[config.mk]
export PLATFORM = sky130hd
export DESIGN_NAME = ascii_hex_frame_receiver_unit
export DESIGN_NICKNAME = d
export VERILOG_FILES = /design/src/hw/rtl/ahfr_pkg.sv /design/src/hw/rtl/ahfr_cfg_regs.sv /design/src/hw/rtl/ahfr_in_stage.sv /design/src/hw/rtl/ahfr_parser.sv /design/src/hw/rtl/ahfr_out_stage.sv /design/src/hw/rtl/ascii_hex_frame_receiver_unit.sv
export SDC_FILE = /design/constraint.sdc
export NUM_CORES = 1
export LEC_CHECK = 0
export ABC_AREA = 1
export BUFFER_PORTS_ARGS = -buffer_cell sky130_fd_sc_hd__buf_2
export CORE_ASPECT_RATIO = 0.8
export CORE_MARGIN = 8
export CORE_UTILIZATION = 55
export DETAILED_ROUTE_END_ITERATION = 8
export GPL_TIMING_DRIVEN = 0
export HOLD_SLACK_MARGIN = 0.02
export PLACE_DENSITY = 0.73
export SYNTH_ARGS = -nofsm -noshare
export SYNTH_HDL_FRONTEND = slang
export SYNTH_SLANG_ARGS = --single-unit
[constraint.sdc]
create_clock -name clk -period 16.87 [get_ports clk]
set_clock_uncertainty 0.05 [all_clocks]
set_input_delay 3.374 -clock clk [delete_from_list [all_inputs] [get_ports clk]]
set_output_delay 3.374 -clock clk [all_outputs]
set_load 0.03 [all_outputs]
[src/hw/rtl/ahfr_pkg.sv]
`timescale 1ns / 1ps
// ----------------------------------------------------------------------------
// ahfr_pkg
// Shared types, codes and helpers of the ASCII-hex frame receiver.
// ----------------------------------------------------------------------------
package ahfr_pkg;

  // Byte position counter covers the longest frame: 17 + 4095
  localparam int unsigned POS_W = 13;

  // Frame layout landmarks (byte positions)
  localparam int unsigned HEADER_LAST_POS = 12;  // last LENID digit
  localparam int unsigned MIN_BUFFER_POS  = 17;  // buffers under 18 bytes are short
  localparam int unsigned INFO_FIRST_POS  = 13;  // first info character
  localparam int unsigned CHK_DIGITS      = 4;   // checksum hex digits

  localparam logic [7:0] START_BYTE = 8'h7E;
  localparam logic [7:0] END_BYTE   = 8'h0D;

  // Reset values of the configuration registers
  localparam logic [7:0] VERSION_RESET = 8'd32;
  localparam logic [7:0] GROUP_RESET   = 8'd70;

  localparam int unsigned CFG_INDEX_W = 1;

  // Configuration register indexes
  typedef enum logic [CFG_INDEX_W-1:0] {
    REG_EXPECTED_VERSION = 1'b0,
    REG_EXPECTED_GROUP   = 1'b1
  } cfg_reg_e;

  // Frame status codes; CHK_HEX_FAULT is held internally only
  typedef enum logic [3:0] {
    ST_OK            = 4'd0,
    ST_SHORT_HEADER  = 4'd1,
    ST_BAD_START     = 4'd2,
    ST_BAD_HEX       = 4'd3,
    ST_BAD_VERSION   = 4'd4,
    ST_BAD_GROUP     = 4'd5,
    ST_BAD_CHECKSUM  = 4'd6,
    ST_SHORT_PAYLOAD = 4'd7,
    ST_BAD_END       = 4'd8,
    ST_CHK_HEX_FAULT = 4'd9
  } status_e;

  // Input word
  typedef struct packed {
    logic [7:0] rx_byte;
    logic       last_byte;
  } item_t;

  // Result word
  typedef struct packed {
    logic        is_status;
    logic [7:0]  info_char;
    logic [3:0]  status;
    logic [7:0]  address;
    logic [7:0]  return_code;
    logic [11:0] info_length;
  } result_t;

  // Configured match values
  typedef struct packed {
    logic [7:0] expected_version;
    logic [7:0] expected_group_code;
  } cfg_t;

  // Decode one hex digit, either case: {not_hex, nibble}; nibble is 0 when not hex
  function automatic logic [4:0] hex_value(input logic [7:0] c);
    logic [4:0] r;
    r = {1'b1, 4'h0};
    if (c >= 8'h30 && c <= 8'h39) begin
      r = {1'b0, c[3:0]};
    end else if ((c >= 8'h41 && c <= 8'h46) || (c >= 8'h61 && c <= 8'h66)) begin
      r = {1'b0, 4'(c[3:0] + 4'd9)};
    end
    return r;
  endfunction

endpackage

[src/hw/rtl/ahfr_cfg_regs.sv]
`timescale 1ns / 1ps
// ----------------------------------------------------------------------------
// ahfr_cfg_regs
// Configuration registers: expected version and expected group code.
// ----------------------------------------------------------------------------
module ahfr_cfg_regs
  import ahfr_pkg::*;
(
  input  logic                   clk,
  input  logic                   rst,
  input  logic                   cfg_valid,
  output logic                   cfg_ready,
  input  logic [CFG_INDEX_W-1:0] cfg_index,
  input  logic [7:0]             cfg_data,
  output cfg_t                   cfg
);

  // Writes are taken in any cycle
  assign cfg_ready = 1'b1;

  // Write the addressed register
  always_ff @(posedge clk) begin
    if (rst) begin
      cfg.expected_version    <= VERSION_RESET;
      cfg.expected_group_code <= GROUP_RESET;
    end else if (cfg_valid) begin
      unique case (cfg_reg_e'(cfg_index))
        REG_EXPECTED_VERSION: cfg.expected_version    <= cfg_data;
        REG_EXPECTED_GROUP:   cfg.expected_group_code <= cfg_data;
        default: ;
      endcase
    end
  end

endmodule

[src/hw/rtl/ahfr_in_stage.sv]
`timescale 1ns / 1ps
// ----------------------------------------------------------------------------
// ahfr_in_stage
// Input register: holds one received word until the parser consumes it.
// ----------------------------------------------------------------------------
module ahfr_in_stage
  import ahfr_pkg::*;
(
  input  logic  clk,
  input  logic  rst,
  input  logic  item_valid,
  output logic  item_stall,
  input  item_t item,
  input  logic  advance,
  output logic  held_valid,
  output item_t held
);

  // Stall while a word is held and the parser cannot take it
  assign item_stall = held_valid && !advance;

  // Hold valid flag
  always_ff @(posedge clk) begin
    if (rst) begin
      held_valid <= 1'b0;
    end else if (item_valid && !item_stall) begin
      held_valid <= 1'b1;
    end else if (advance) begin
      held_valid <= 1'b0;
    end
  end

  // Capture payload on accept
  always_ff @(posedge clk) begin
    if (item_valid && !item_stall) begin
      held <= item;
    end
  end

endmodule

[src/hw/rtl/ahfr_parser.sv]
`timescale 1ns / 1ps
// ----------------------------------------------------------------------------
// ahfr_parser
// Frame state and per-byte checks: header decode, LENID check, info
// pass-through, checksum accumulation and the frame verdict.
// ----------------------------------------------------------------------------
module ahfr_parser
  import ahfr_pkg::*;
(
  input  logic    clk,
  input  logic    rst,
  input  logic    fire,
  input  item_t   held,
  input  cfg_t    cfg,
  output logic    res_valid,
  output result_t res
);

  logic [POS_W-1:0] pos, pos_next;
  logic [15:0]      running_sum, running_sum_next;
  logic [3:0]       hi_nibble, hi_nibble_next;
  logic [7:0]       hdr_version, hdr_version_next;
  logic [7:0]       hdr_address, hdr_address_next;
  logic [7:0]       hdr_group, hdr_group_next;
  logic [7:0]       hdr_return, hdr_return_next;
  logic [15:0]      length_word, length_word_next;
  logic [15:0]      rx_checksum, rx_checksum_next;
  status_e          pend_err, pend_err_next;
  logic             verdict_given, verdict_given_next;

  logic [7:0]       b;
  logic             last;
  logic [4:0]       hex;
  logic [7:0]       pair;
  logic [5:0]       nib_sum;
  logic [5:0]       nib_neg;
  logic [POS_W-1:0] info_end;
  logic [POS_W-1:0] frame_end;
  logic [15:0]      sum_neg;
  logic             verdict_hit;
  logic             info_hit;
  logic             clear_hit;
  status_e          verdict_code;

  assign b    = held.rx_byte;
  assign last = held.last_byte;
  assign hex  = hex_value(b);
  assign pair = {hi_nibble, hex[3:0]};

  // LENID check: top nibble is minus the sum of the low three nibbles
  assign nib_sum = {2'b00, length_word[11:8]} + {2'b00, pair[7:4]} + {2'b00, pair[3:0]};
  assign nib_neg = 6'd0 - nib_sum;

  // Frame landmarks from the info length
  assign info_end  = POS_W'(INFO_FIRST_POS) + {1'b0, length_word[11:0]};
  assign frame_end = info_end + POS_W'(CHK_DIGITS);
  assign sum_neg   = 16'd0 - running_sum;

  // Step the frame state for one byte
  always_comb begin
    pos_next           = pos;
    running_sum_next   = running_sum;
    hi_nibble_next     = hi_nibble;
    hdr_version_next   = hdr_version;
    hdr_address_next   = hdr_address;
    hdr_group_next     = hdr_group;
    hdr_return_next    = hdr_return;
    length_word_next   = length_word;
    rx_checksum_next   = rx_checksum;
    pend_err_next      = pend_err;
    verdict_given_next = verdict_given;
    verdict_hit        = 1'b0;
    info_hit           = 1'b0;
    clear_hit          = 1'b0;
    verdict_code       = ST_OK;

    if (verdict_given) begin
      // Drop bytes until the buffer ends
      clear_hit = last;
    end else if (last && pos < POS_W'(MIN_BUFFER_POS)) begin
      verdict_hit  = 1'b1;
      verdict_code = ST_SHORT_HEADER;
      clear_hit    = 1'b1;
    end else begin
      // Header bytes
      if (pos == '0) begin
        if (b != START_BYTE) begin
          pend_err_next = ST_BAD_START;
        end
      end else if (pos <= POS_W'(HEADER_LAST_POS) && pend_err == ST_OK) begin
        running_sum_next = running_sum + {8'h00, b};
        if (hex[4]) begin
          pend_err_next = ST_BAD_HEX;
        end else if (pos[0]) begin
          hi_nibble_next = hex[3:0];
        end else begin
          unique case (pos[3:1])
            3'd1: hdr_version_next = pair;
            3'd2: hdr_address_next = pair;
            3'd3: hdr_group_next   = pair;
            3'd4: begin
              hdr_return_next = pair;
              if (hdr_version != cfg.expected_version) begin
                pend_err_next = ST_BAD_VERSION;
              end else if (hdr_group != cfg.expected_group_code) begin
                pend_err_next = ST_BAD_GROUP;
              end
            end
            3'd5: length_word_next = {pair, 8'h00};
            3'd6: begin
              length_word_next = {length_word[15:8], pair};
              if (length_word[15:12] != nib_neg[3:0]) begin
                pend_err_next = ST_BAD_CHECKSUM;
              end
            end
            default: ;
          endcase
        end
      end

      // Advance, pass info, collect checksum or give the verdict
      if (pend_err_next != ST_OK && pend_err_next != ST_CHK_HEX_FAULT) begin
        if (pos >= POS_W'(MIN_BUFFER_POS)) begin
          verdict_hit  = 1'b1;
          verdict_code = pend_err_next;
          clear_hit    = last;
        end else begin
          pos_next = pos + POS_W'(1);
        end
      end else if (pos <= POS_W'(HEADER_LAST_POS)) begin
        pos_next = pos + POS_W'(1);
      end else if (last && pos < frame_end) begin
        verdict_hit  = 1'b1;
        verdict_code = ST_SHORT_PAYLOAD;
        clear_hit    = 1'b1;
      end else if (pos < info_end) begin
        running_sum_next = running_sum + {8'h00, b};
        pos_next         = pos + POS_W'(1);
        info_hit         = 1'b1;
      end else if (pos < frame_end) begin
        if (hex[4]) begin
          pend_err_next = ST_CHK_HEX_FAULT;
        end
        rx_checksum_next = {rx_checksum[11:0], hex[3:0]};
        pos_next         = pos + POS_W'(1);
      end else begin
        verdict_hit = 1'b1;
        clear_hit   = last;
        priority if (b != END_BYTE) begin
          verdict_code = ST_BAD_END;
        end else if (pend_err == ST_CHK_HEX_FAULT) begin
          verdict_code = ST_BAD_HEX;
        end else if (rx_checksum != sum_neg) begin
          verdict_code = ST_BAD_CHECKSUM;
        end else begin
          verdict_code = ST_OK;
        end
      end
    end

    if (verdict_hit) begin
      verdict_given_next = 1'b1;
    end

    // Clear the frame state at the end of a buffer
    if (clear_hit) begin
      pos_next           = '0;
      running_sum_next   = '0;
      hi_nibble_next     = '0;
      hdr_version_next   = '0;
      hdr_address_next   = '0;
      hdr_group_next     = '0;
      hdr_return_next    = '0;
      length_word_next   = '0;
      rx_checksum_next   = '0;
      pend_err_next      = ST_OK;
      verdict_given_next = 1'b0;
    end
  end

  // Build the result word
  always_comb begin
    res       = '0;
    res_valid = fire && (verdict_hit || info_hit);
    if (verdict_hit) begin
      res.is_status = 1'b1;
      res.status    = verdict_code;
      if (verdict_code == ST_OK) begin
        res.address     = hdr_address;
        res.return_code = hdr_return;
        res.info_length = length_word[11:0];
      end
    end else begin
      res.info_char = b;
    end
  end

  // Frame state registers
  always_ff @(posedge clk) begin
    if (rst) begin
      pos           <= '0;
      running_sum   <= '0;
      hi_nibble     <= '0;
      hdr_version   <= '0;
      hdr_address   <= '0;
      hdr_group     <= '0;
      hdr_return    <= '0;
      length_word   <= '0;
      rx_checksum   <= '0;
      pend_err      <= ST_OK;
      verdict_given <= 1'b0;
    end else if (fire) begin
      pos           <= pos_next;
      running_sum   <= running_sum_next;
      hi_nibble     <= hi_nibble_next;
      hdr_version   <= hdr_version_next;
      hdr_address   <= hdr_address_next;
      hdr_group     <= hdr_group_next;
      hdr_return    <= hdr_return_next;
      length_word   <= length_word_next;
      rx_checksum   <= rx_checksum_next;
      pend_err      <= pend_err_next;
      verdict_given <= verdict_given_next;
    end
  end

endmodule

[src/hw/rtl/ahfr_out_stage.sv]
`timescale 1ns / 1ps
// ----------------------------------------------------------------------------
// ahfr_out_stage
// Result register: holds a result word until the receiver takes it.
// ----------------------------------------------------------------------------
module ahfr_out_stage
  import ahfr_pkg::*;
(
  input  logic    clk,
  input  logic    rst,
  input  logic    load,
  input  result_t res,
  output logic    free,
  output logic    result_valid,
  input  logic    result_stall,
  output result_t result
);

  // Room for a new word when empty or being drained
  assign free = !result_valid || !result_stall;

  // Hold valid flag
  always_ff @(posedge clk) begin
    if (rst) begin
      result_valid <= 1'b0;
    end else if (load) begin
      result_valid <= 1'b1;
    end else if (!result_stall) begin
      result_valid <= 1'b0;
    end
  end

  // Capture payload
  always_ff @(posedge clk) begin
    if (load) begin
      result <= res;
    end
  end

endmodule

[src/hw/rtl/ascii_hex_frame_receiver_unit.sv]
`timescale 1ns / 1ps
// ----------------------------------------------------------------------------
// ascii_hex_frame_receiver_unit
// Receiver for ASCII-hex framed responses, one byte per word.
// ----------------------------------------------------------------------------
// Takes one byte of a received buffer per cycle, with last_byte on the final
// byte, and returns the info characters as they arrive followed by exactly one
// status word per buffer (address, return code and info length filled in only
// for a good frame). A byte is taken every cycle while the result side is not
// stalled. A byte with a result waits in the input register while the
// frame-state update computes that result, and the result register takes it
// once it has room. The update of the frame state (position, running sum,
// checks), made once for each byte, is what sets that rate.
// Configuration writes are always ready and take effect on the next byte.
module ascii_hex_frame_receiver_unit
  import ahfr_pkg::*;
(
  input  logic                   clk,
  input  logic                   rst,
  input  logic                   item_valid,
  output logic                   item_stall,
  input  item_t                  item,
  output logic                   result_valid,
  input  logic                   result_stall,
  output result_t                result,
  input  logic                   cfg_valid,
  output logic                   cfg_ready,
  input  logic [CFG_INDEX_W-1:0] cfg_index,
  input  logic [7:0]             cfg_data
);

  cfg_t    cfg;
  item_t   held;
  logic    held_valid;
  logic    out_free;
  logic    fire;
  logic    res_valid;
  result_t res;

  // Consume the held byte when the result register has room
  assign fire = held_valid && out_free;

  ahfr_cfg_regs u_cfg (
    .clk       (clk),
    .rst       (rst),
    .cfg_valid (cfg_valid),
    .cfg_ready (cfg_ready),
    .cfg_index (cfg_index),
    .cfg_data  (cfg_data),
    .cfg       (cfg)
  );

  ahfr_in_stage u_in (
    .clk        (clk),
    .rst        (rst),
    .item_valid (item_valid),
    .item_stall (item_stall),
    .item       (item),
    .advance    (fire),
    .held_valid (held_valid),
    .held       (held)
  );

  ahfr_parser u_parser (
    .clk       (clk),
    .rst       (rst),
    .fire      (fire),
    .held      (held),
    .cfg       (cfg),
    .res_valid (res_valid),
    .res       (res)
  );

  ahfr_out_stage u_out (
    .clk          (clk),
    .rst          (rst),
    .load         (res_valid),
    .res          (res),
    .free         (out_free),
    .result_valid (result_valid),
    .result_stall (result_stall),
    .result       (result)
  );

endmodule

==> results of run 1 <==
-- worst min-delay path: cells and delay by family, from the launching register on --
kind                   cells  cell delay [ps]
AO/OA/AOI/OAI              1               50
buffers and inverters      1               60
flip-flops                 1              310
-- synth_stat cells (2+ instances only) --
library cell  instances  area share [%]
nor3_2                2            0.19
or2_2                 4            0.23
buf_1                 3            0.10
clkbuf_1             29             1.0
xnor2_1              10            0.82
inv_1               203             7.1
ha_1                 46             5.4
o21ai_1               2           0.093
inv_2                 3            0.10
buf_4                 2            0.14
nor2_1              243             8.5
nand3_2               5            0.47
fa_1                  4            0.75
o311ai_0              2            0.16
nor4_1               12            0.70
a21oi_1              85             4.0
nand2_1             337              12
nor2_2                2            0.12
a21oi_4               3            0.45
and3_1                2            0.12
nand3_1              82             3.8
nand2_2               6            0.35
edfxtp_1             50              14
nor3b_1               3            0.21
nor2_4               22             2.3
buf_6                 3            0.31
dfxtp_1             120              22
nand3b_1              2            0.14
o211ai_1              6            0.42
o21ai_0              72             3.4
mux2i_1               2            0.19
o21bai_1              3            0.21
a21oi_2               3            0.24
nor3_1               18            0.84
nand4_1              52             3.0
nand3_4               2            0.33
buf_2                11            0.51
xor2_1               57             4.6
-- area by class of cell --
class / count / area, sq um / area share, %
plain buffers: 48 / 224 / 1.87
clock inverters: 15 / 171 / 1.43
well taps: 258 / 323 / 2.69
inverters: 206 / 773 / 6.45
clock buffers: 17 / 425 / 3.55
flip-flops and latches: 170 / 3900 / 32.6
repair buffers: 64 / 320 / 2.67
multi-input cells: 1098 / 5840 / 48.8
-- through the flow --
stage	hold WS [ps]	worst slack (ps)	instances	area, sq um	util, %
4_1_cts	424	9560	1876	12000	62.8
3_5_place_dp	410	9560	1844	11400	59.7
6_report	420	9570	1876	12000	62.8
5_1_grt	447	9510	1876	12000	62.8
2_1_floorplan	390	9550	1522	10700	-
3_3_place_gp	401	9580	1844	11400	59.7
-- flip-flops by register name, summed over array words and instances (netlist names), 9 cells and up --
name / cells
u_parser.length_word: 16
u_parser.running_sum: 16
u_in.held: 9
u_cfg.cfg: 16
u_out.result: 41
u_parser.pos: 13
u_parser.rx_checksum: 16
-- power groups by stage --
stage	clock, mW	combinational [mW]	sequential, mW
3_5_place_dp	0	0.175	0.461
5_1_grt	0.415	0.201	0.454
4_1_cts	0.400	0.177	0.451
2_1_floorplan	0	0.130	0.461
3_3_place_gp	0	0.172	0.460
6_report	0.395	0.179	0.452
-- metal layers --
metal	up-vias	track usage, %	part of all wire, %
met5	-	0	0
met4	0	5.25	1.2
met3	25	6.00	8.6
met2	337	34.8	42
met1	4598	33.7	48
li1	5063	-	-
-- logic make-up (layout without fill, tap and decap cells) --
family                     after synthesis  count (layout)  share of synthesized area (%)
adders and majority gates               50              50                           6.10
DFF                                    170             170                           36.3
xor gates and xnor gates                67              67                           5.46
and+or+nand+nor                        796             796                           33.3
AOI/OAI and AO/OA                      182             182                           9.34
muxes                                    2               2                          0.186
buffers and inverters                  254             350                           9.28
other                                    1               1                         0.0349
-- cells in the final DEF, fill, tap and decap left out, types with 5 or more instances in the layout --
cell	Yosys	final
nand2_1	337	337
nor2_1	243	243
inv_1	203	202
dfxtp_1	120	120
a21oi_1	85	85
nand3_1	82	82
buf_2	11	75
o21ai_0	72	72
xor2_1	57	57
nand4_1	52	52
edfxtp_1	50	50
ha_1	46	46
clkbuf_1	29	29
nor2_4	22	22
nor3_1	18	18
clkbuf_16	0	17
nor4_1	12	12
xnor2_1	10	10
nand2_2	6	6
o211ai_1	6	6
nand3_2	5	5
inv_6	0	5
-- worst max-delay path by stage --
stage / start / endpoint / depth (start not counted)
final: result_stall / item_stall / 4
after global routing: result_stall / item_stall / 4
after CTS: result_stall / item_stall / 4
after detailed placement: result_stall / item_stall / 4
after global placement: result_stall / item_stall / 4
after floorplan: result_stall / item_stall / 2
==> results_dict.tcl, run 1 <==
set metrics [dict create \
    firstDrtPassIters 6 \
    async_flop_share_pct 0 \
    hold_path_class "reg -> reg" \
    clock_sinks 170 \
    cpLargestDelayFamily "buffers and inverters" \
    die_area_sq_mm 0.0243 \
    hpwl_microns 21600 \
    rows 45 \
    max_stage_delay_ps 220 \
    cp.arrival_ps 3870 \
    track_usage_pct 23.5 \
    grt_max_degree 42 \
    clk_latency_ps 450 \
    rsz0062_at_grt "no" \
    fin_crit_sh_pct 43.3 \
    setup_viol 0 \
    drc 0 \
    slew_viol_final 0 \
    period_needed_ps 7300 \
    crit_type "in -> out" \
    ys_seq_area_share_pct 36.3 \
    seqPwrFrac_pct 44.0 \
    relSlewSlack_pct 29.1 \
    final_nets 1678 \
    end_kind "primary output" \
    grt_overflow 0 \
    cp_cell_sequence "buf_2, nand2_1, nor2_1, buf_2" \
    cts_resized 0 \
    syn_area_sq_mm 0.0107 \
    r2r-end "u_out.result[13]" \
    startpoint_type "primary input" \
    drt-total-wl_microns 28300 \
    fill_cells 1763 \
    power_mw 1.03 \
    core_area_sq_mm 0.0191 \
    cpMostUsedCell "buf_2" \
    ys_types 47 \
    worstHoldStart "u_cfg.cfg[0]" \
    die_width_microns 172 \
    grt_pass1_vias 9106 \
    power_frac_comb_pct 17.4 \
    cp_max_fo 3 \
    drive_gt1_share_pct 10.3 \
    outcome "finished clean" \
    io_buffer_count 64 \
    power_density_mw_per_mm2 85.6 \
    switching_share_pct 32.3 \
    p_clk_share_pct 38.5 \
    viasPerCell 5.34 \
    ios 67 \
    worst_pin_slew_ps 1050 \
    ys_ff_latch 170 \
    drt-initial-drc-count 938 \
    hold_viol 0 \
    rr_startpoint "u_in.held[2]" \
    cts_tree "built" \
    syn_area_per_cell_sq_um 7.06 \
    start_util_pct 56.3 \
    synthCells 1522 \
    clkSlewWorstSetupHoldPaths_ps 70 \
    synth_edf_count 50 \
    antenna_cells 0 \
    syn_to_final_growth_pct 11.5 \
    setup_tns_ps 0 \
    p_leak_nw 5.57 \
    rrSetupSlack_ps 10270 \
    holdBufCountCts 0 \
    path_buf_inv 2 \
    cts_buffers 17 \
    gp_congestion 0.922 \
    synthFlopType "dfxtp_1" \
    min_path_cells 2 \
    cp_slowest_cell "buf_2" \
    num_vias 10000 \
    die-height_microns 141 \
    vdd_ir_drop_max_uv 54.4 \
    post_cts_buffers 0 \
    intPower_uw 694 \
    drtAntennaViolNets 0 \
    cts_buffer_depth 2 \
    holdPathEnd "u_cfg.cfg[0]" \
    cp_data_required_time_ps 13450 \
    clock.fmax_ghz 0.137 \
    synth_fp_nets 1595 \
    grt_antenna_before_repair 0 \
    clock-root-buffer "clkbuf_16" \
    grt_pass1_wl_microns 45900 \
    drv_cap 0 \
    p_switching_uw 331 \
    yosys_warnings 0 \
    cts_max_level 4 \
    avgRoutedWirePerCell_microns 15.1 \
    r2r_cells 37 \
]
(Power assumes the default switching activity.)
==> run 2: changes to the inputs <==
--- a/config.mk
+++ b/config.mk
@@ -13,7 +13,7 @@
 export DETAILED_ROUTE_END_ITERATION = 8
 export GPL_TIMING_DRIVEN = 0
 export HOLD_SLACK_MARGIN = 0.02
-export PLACE_DENSITY = 0.73
+export PLACE_DENSITY = 0.76
 export SYNTH_ARGS = -nofsm -noshare
 export SYNTH_HDL_FRONTEND = slang
 export SYNTH_SLANG_ARGS = --single-unit
==> constraint.sdc (replaced) <==
create_clock -name clk -period 6.45 [get_ports clk]
set_clock_uncertainty 0.05 [all_clocks]
set_input_delay 1.29 -clock clk [delete_from_list [all_inputs] [get_ports clk]]
set_output_delay 1.29 -clock clk [all_outputs]
set_load 0.03 [all_outputs]
==> run 2 against run 1 <==
Worst setup slack got worse by 9100 ps; worst hold slack got worse by 0.72 ps; register-to-register slack got worse by 9800 ps; clock power increased to 2.6 times the previous value; combinational power increased to 2.6 times the previous value; non-clock buffer count increased by 6; largest power group unchanged.
==> results_dict.tcl, run 2 (synthesis gave the netlist of run 1 again) <==
set metrics [dict create \
    drv_cap 0 \
    globalRouteMet3Util_pct 4.77 \
    outcome "finished clean" \
    clock.fmax_ghz 0.168 \
    drtAntennaViolNets 0 \
    ios 67 \
    cp_data_required_time_ps 6520 \
    grt_max_degree 42 \
    grt_overflow 0 \
    antenna_cells 0 \
    io_buffer_count 64 \
    power_mw 2.67 \
    worstHoldStart "u_cfg.cfg[0]" \
    rrSetupSlack_ps 480 \
    startpoint "u_in.held[1]" \
    cp_slowest_cell "edfxtp_1" \
    grt_use_met2_pct 34.3 \
    gp_congestion 0.924 \
    drt-total-wl_microns 27900 \
    hold_viol 0 \
    die_width_microns 172 \
    fin_crit_sh_pct 92.5 \
    intPower_mw 1.84 \
    min_path_cells 2 \
    track_usage_pct 23.1 \
    slew_viol_final 0 \
    clkSlewWorstSetupHoldPaths_ps 70 \
    cp_max_fo 41 \
    drc 0 \
    grt_antenna_before_repair 0 \
    clock_sinks 170 \
    p_switching_uw 829 \
    crit_type "reg -> reg" \
    cts_max_level 4 \
    rr_startpoint "u_in.held[1]" \
    p_clk_share_pct 38.2 \
    core_area_sq_mm 0.0191 \
    power_density_mw_per_mm2 222 \
    setup_viol 0 \
    final_nets 1684 \
    avgRoutedWirePerCell_microns 14.8 \
    largest_register "u_out.result" \
    holdBufCountCts 0 \
    clock-root-buffer "clkbuf_16" \
    cp.arrival_ps 6030 \
    dp.cells 1844 \
    gr-usage-met1_pct 33.0 \
    hpwl_microns 21100 \
    hold_path_class "reg -> reg" \
    seqPwrFrac_pct 44.2 \
    worst_pin_slew_ps 1120 \
    grt-busiest-layer "met2" \
    fin_cells 1882 \
    viasPerCell 5.36 \
    largest_reg_flops 41 \
    layout_commonest_cell "nand2_1" \
    grt_pass1_wl_microns 45400 \
    cts_tree "built" \
    setup_tns_ps 0 \
    max_stage_delay_ps 450 \
    r2r-end "u_out.result[9]" \
    drt-initial-drc-count 867 \
    p_leak_nw 5.60 \
    rows 45 \
    cpMostUsedCell "nand2_1" \
    start_util_pct 56.3 \
    cts_buffers 17 \
    fill_cells 1666 \
    syn_to_final_growth_pct 11.9 \
    final_cell_mix "337 x nand2_1, 243 x nor2_1, 202 x inv_1" \
    clk_latency_ps 440 \
    switching_share_pct 31.1 \
    startpoint_type "flip-flop" \
    r2r_cells 31 \
    die_area_sq_mm 0.0243 \
    end_kind "flip-flop" \
    num_vias 10100 \
    die-height_microns 141 \
    period_needed_ps 5970 \
    cts_buffer_depth 2 \
    vdd_ir_drop_max_uv 173 \
    grt_pass1_vias 9159 \
    relSlewSlack_pct 24.1 \
    drive_gt1_share_pct 10.7 \
    power_frac_comb_pct 17.5 \
    holdPathEnd "u_cfg.cfg[0]" \
    firstDrtPassIters 7 \
]
run 2: changes by cell type in the layout (fill, tap and decap cells not counted), sizes merged:
cell,change
buf,+6
bufinv,+1
clkinv,+1
clkinvlp,-1
inv,-1
run 2: repair_timing:
item	4_1_cts	5_1_grt
endpoints found under the setup margin	41	134
buffers inserted	0	6
pin swaps	0	1
gates resized for setup	1	6
hold endpoints to repair	0	0
run 2: metal layers:
metal	vias up	part of all wire [%]
met5	-	0
met4	0	2.0
met3	45	8.7
met2	369	42
met1	4579	48
li1	5087	-
run 2: power groups by stage:
stage	Sequential [mW]	Clock [mW]	Combinational [mW]
finish	1.18	1.02	0.468
global route	1.19	1.07	0.530
CTS	1.18	1.03	0.459
detailed placement	1.21	0	0.454
global placement	1.20	0	0.445
floorplan	1.21	0	0.339
run 2: worst max-delay path by stage:
| stage | slack [ps] | endpoint |
|---|---|---|
| final | 480 | u_out.result[9] |
| after global routing | -50 | u_out.result[10] |
| after CTS | 150 | u_out.result[9] |
| after floorplan | 840 | u_out.result[0] |
| after detailed placement | -20 | u_out.result[26] |
| after global placement | -530 | u_out.result[21] |
run 2: cell type report:
| type | count | area [sq um] | share of cell area, % |
|---|---|---|---|
| flip-flops and latches | 170 | 3900 | 32.5 |
| multi-input cells | 1098 | 5850 | 48.6 |
| clock inverters | 15 | 158 | 1.31 |
| repair buffers | 70 | 365 | 3.04 |
| well taps | 258 | 323 | 2.68 |
| inverters | 206 | 776 | 6.45 |
| clock buffers | 17 | 425 | 3.54 |
| plain buffers | 48 | 225 | 1.87 |
run 2: critical path, delay by kind of cell (launching register included):
kind / cells / cell delay [ps]
AO/OA/AOI/OAI: 5 / 1310
XOR/XNOR: 1 / 140
adder cells (fa/ha/maj): 5 / 1510
buffers and inverters: 7 / 830
flip-flops: 1 / 450
AND/OR/NAND/NOR: 13 / 1350
run 2: per-stage QoR:
step	utilization (%)	hold slack [ps]	setup WS, ps	area [sq um]
after floorplan	-	390	842	10700
after global placement	59.7	399	-529	11400
after detailed placement	59.7	411	-16.4	11400
after CTS	62.7	423	147	12000
after global routing	63.0	451	-47.7	12000
final	63.0	420	484	12000
